`src/rtl/cbs_delay.sv`:
```
// Delay line that carries the pipeline context and its valid bit beside a unit.
// Depends on nothing; the width and depth come from the instantiating module.
module cbs_delay #(
  parameter int W = 8,
  parameter int D = 1
) (
  input  logic         clk,
  input  logic         rst_n,
  input  logic         en,
  input  logic         vin,
  input  logic [W-1:0] din,
  output logic         vout,
  output logic [W-1:0] dout
);

  logic [D-1:0] vld_r;
  logic [W-1:0] dat_r [D];

  // Valid bits are control state and clear at reset.
  always_ff @(posedge clk) begin
    if (!rst_n) begin
      vld_r <= '0;
    end else if (en) begin
      vld_r[0] <= vin;
      for (int i = 1; i < D; i++) begin
        vld_r[i] <= vld_r[i-1];
      end
    end
  end

  // Payload taps shift along with the valid bits.
  always_ff @(posedge clk) begin
    if (en) begin
      dat_r[0] <= din;
      for (int i = 1; i < D; i++) begin
        dat_r[i] <= dat_r[i-1];
      end
    end
  end

  assign vout = vld_r[D-1];
  assign dout = dat_r[D-1];

endmodule

```
`config.mk`:
```
export PLATFORM = sky130hd
export DESIGN_NAME = cbs_delay
export DESIGN_NICKNAME = d
export VERILOG_FILES = /design/src/rtl/cbs_delay.sv
export SDC_FILE = /design/constraint.sdc
export NUM_CORES = 1
export LEC_CHECK = 0
export ABC_AREA = 1
export BUFFER_PORTS_ARGS = -buffer_cell sky130_fd_sc_hd__buf_2
export CAP_MARGIN = 20
export CORE_AREA = 2 2 39 41
export CTS_CLUSTER_DIAMETER = 100
export DETAILED_ROUTE_END_ITERATION = 12
export DIE_AREA = 0 0 41 43
export MAX_ROUTING_LAYER = met4
export PLACE_DENSITY = 0.57
export SLEW_MARGIN = 20
export SYNTH_ARGS = -nofsm -noshare
export SYNTH_HDL_FRONTEND = slang
export SYNTH_SLANG_ARGS = --single-unit
```
`constraint.sdc`:
```
create_clock -name clk -period 0.8 [get_ports clk]
set_clock_uncertainty 0.1 [all_clocks]
set_input_delay 0 -clock clk [delete_from_list [all_inputs] [get_ports clk]]
set_output_delay 0 -clock clk [all_outputs]
set_load 0.02 [all_outputs]
```
### Word level (Yosys, flattened, before mapping)

Memory sizes are Yosys's and may differ from the RTL's.
Index checks and enable logic that the tools add are counted.

* memories kept: 1
* latch bits: 0
* output and inout port bits: 9
* bits in read-only memories: 0
* word-level logic and storage cells: 4
* register bits: 1
* memory bits (writable): 8

* divide/modulo/power cells: 0
* $add $sub $neg: 0
* reduce and logical (&&, ||, !) cells: 0
* $mul: 0
* equality and inequality tests: 0
* magnitude comparators: 0
* multiplexer cells: 2
* bitwise gates (word level): 0
* shift operators: 0

Memory list
* dat_r: depth 1, bits a word 8, rd ports 1, clocked after memory_dff 0, wr ports 1, line 17 `logic [W-1:0] dat_r [D];`

Operators with widths (number)
* two-way mux 1 bit: 2

### Logic depth before layout (Yosys ltp)

* depth in word-level cells: 2
* depth in mapped cells: 4

### Least setup slack after synthesis

OpenSTA, ideal clock, no wires.

* kind: register to register
* start: register, netlist name vout
* end: register vld_r (netlist: vout)
* stages on the path, launching flop included: 3
* arrival: 535 ps
* path slack: 51 ps
* period minus slack after synthesis: 749 ps
* path through: dfxtp_1 -> nor2_1 -> nor2_2

RTL lines
* end signal: indexed assignment: line 26 `vld_r[i] <= vld_r[i-1];`
* end: declaration: line 16 `logic [D-1:0] vld_r;`

### Final worst setup path

* start: memory dat_r[0][3]
* end: output dout[3]

* cells in the longest elaborated chain, start to end: 1

Ends and longest elaborated chain
* start: declaration: line 17
* memory (1 x 8 bit)
* end: declaration: line 13 `output logic [W-1:0] dout`

Every way passes these cells.

==> impl_metrics.tcl <==
set metrics [dict create \
    max_freq_ghz 1.122 \
    final-setup-viol-count 8 \
    fin_ws_ns -0.09127 \
    cts.root.buffer_cell "clkbuf_4" \
    syn-instance-count 14 \
    clock_latency_ns 0.25 \
    tightest_slew_ns 0.2093 \
    rsz0062_at_grt "yes" \
    holdCritPathClass "primary input to flip-flop" \
    numClockSinks 9 \
    critical_path_arrival_ns 0.79 \
    syn-num-nets 26 \
    busiest_layer "met2" \
    worstSetupPathType "flip-flop to output pin" \
    hold_viol 0 \
    yosys-top-cells-area "edfxtp_1 (85%), dfxtp_1 (7.1%), nand2_1 (2.7%)" \
    status "finished, violations left" \
    wl_um 645 \
    core_um2 1384 \
    relSlewSlack 0.8605 \
    synth_adder_area_share 0 \
    grtUsageMet2 0.1281 \
    synth_compound_area_frac 0 \
    grt_pass1_vias 249 \
    slowest_delay_ns 0.39 \
    synth_common_cells "edfxtp_1 (8), nand2_1 (2)" \
    ant_nets 0 \
    slowest_stage "edfxtp_1" \
    ir_drop_mv 0.6561 \
    ioPinCount 21 \
    routedWlPerCell_um 10.24 \
    postCtsSetupRepairBufs 0 \
    endpoint_kind "output pin" \
    firstDrtPassIters 3 \
    critPathBufInv 1 \
    yosys.area.top_type "edfxtp_1" \
    synth_top_family_by_area "simple AND/OR/NAND/NOR gates" \
    layout_min_cycle_time_ns 0.8913 \
    ys_seq_area_frac 0.9244 \
    post-synth-top-count-cell "edfxtp_1" \
    multi_input_area_um2 17.52 \
    first_iter_violations 5 \
    violations "setup timing" \
    grt_pass1_wl_um 972 \
    synth_edf_count 8 \
    path_delay_family "flip-flops" \
    use_met3 0.05236 \
    drc_errors 0 \
    grt_overflow_total 0 \
    port_buffers 20 \
    synth_warnings 0 \
    crit_fanout 1 \
    n_antenna_cell 0 \
    die-area_um2 1763 \
    clockBufferDepth 2 \
    grt_start_max_net_pins 11 \
    place.gp.congestion 0.6115 \
    synth_top_area_share 0.8533 \
    track_usage 0.09509 \
    drv_cap 0 \
    rows 14 \
    numCtsBuffers 3 \
    cts.clk_slew.worst_paths_ns 0.06 \
    final_layout_size_suffix_gt1_frac 0.5319 \
    syn_area_um2 281.5 \
    synth_flop_cell "edfxtp_1" \
    crit_path_cell_trace "buf_6" \
    cts.htree.levels 1 \
    seq_area_um2 261.5 \
    yosys.area_share.simple 0.06222 \
    grt.met1_usage 0.09459 \
    fillers 128 \
    post-route-period-util 1.114 \
    fin_area_um2 574.3 \
    initial_core_util 0.2034 \
    fin_nets 60 \
    ys_types 6 \
    critPathLaunchType "flip-flop" \
    cts_tree "built" \
    place_area_um2 401.6 \
    syn_to_final_growth_pct 104.0 \
    antenna_found_initial 0 \
    ys_seq_elements 9 \
    p_leak_nw 0.2492 \
    power_density_nw_per_um2 1910 \
    vias_per_cell 3.667 \
    fp.dieH_um 43 \
    syn_avg_cell_area_um2 20.11 \
    whs_ns 0.009222 \
    vias 231 \
    muxShareOfSynthArea 0 \
    slew_violations 0 \
    cp_data_required_time_ns 0.70 \
    die_x_um 41 \
    async_flop_share 0 \
    synth_xor_area_frac 0 \
]
-- registers in the layout, indices dropped and copies added (netlist names) --
register and cells:
vout 1, dat_r 8
-- what timing repair did --
| item | 4_1_cts | 5_1_grt |
|---|---|---|
| endpoints found under the setup margin | 9 | 10 |
| gates resized for setup | 3 | 15 |
| pin swaps | 0 | 1 |
| endpoints found under the hold margin | 9 | 0 |
| hold buffers | 10 | 0 |
-- cell usage in the layout (no fill, tap or decap) --
master / n
buf_2: 11
dlygate4sd3_1: 10
edfxtp_1: 8
buf_6: 8
clkbuf_4: 3
nand2_1: 2
nor2_1: 1
inv_2: 1
nor2_2: 1
clkbuf_1: 1
dfxtp_2: 1
-- final timing paths --
check,cells past startpoint,end,start,slack (ns)
hold / removal,1,dat_r[0][3]$_DFFE_PP_,en,0.009
setup reg to reg,2,vout$_SDFFE_PN0P_,vout$_SDFFE_PN0P_,0.09
setup / recovery,1,dout[3],dat_r[0][3]$_DFFE_PP_,-0.09
hold reg to reg,2,vout$_SDFFE_PN0P_,vout$_SDFFE_PN0P_,0.40
-- per-layer routing --
layer  vias to the layer above  share of wire
met5                         -              0
met1                        94           0.38
met2                        21           0.47
li1                        116              -
met4                         0              0
met3                         0           0.15
-- power by group --
part	total [mW]	internal (mW)	switching (mW)
Combinational	0.194	0.111	0.0833
Clock	0.334	0.191	0.143
Sequential	0.569	0.553	0.0156
Total	1.10	0.855	0.242
-- stage by stage --
stage                     setup WS [ns]    util  setup TNS, ns  power [mW]  instances
after floorplan                 0.05144       -              0      0.6275         14
after global placement           0.1367  0.2902              0      0.6911         50
after detailed placement         0.1336  0.2902              0      0.6938         50
after CTS                       -0.1094  0.3870        -0.7079       1.085         64
after global routing            -0.1377  0.4150        -0.9600       1.167         63
final                          -0.09127  0.4150        -0.5759       1.097         63
-- cell type report --
cell class,instances,share of cell area
Clock buffer,4,0.04575
Multi-Input combinational cell,4,0.03050
Timing Repair Buffer,29,0.4270
Inverter,1,0.006536
Sequential cell,9,0.4553
Tap cell,16,0.03486
-- cell families (layout without fill, tap and decap cells) --
kind of cell | after synthesis | after routing
buf+inv | 1 | 34
flops | 9 | 9
simple gates | 4 | 4
Note: power is estimated with default switching activity, not from simulation.
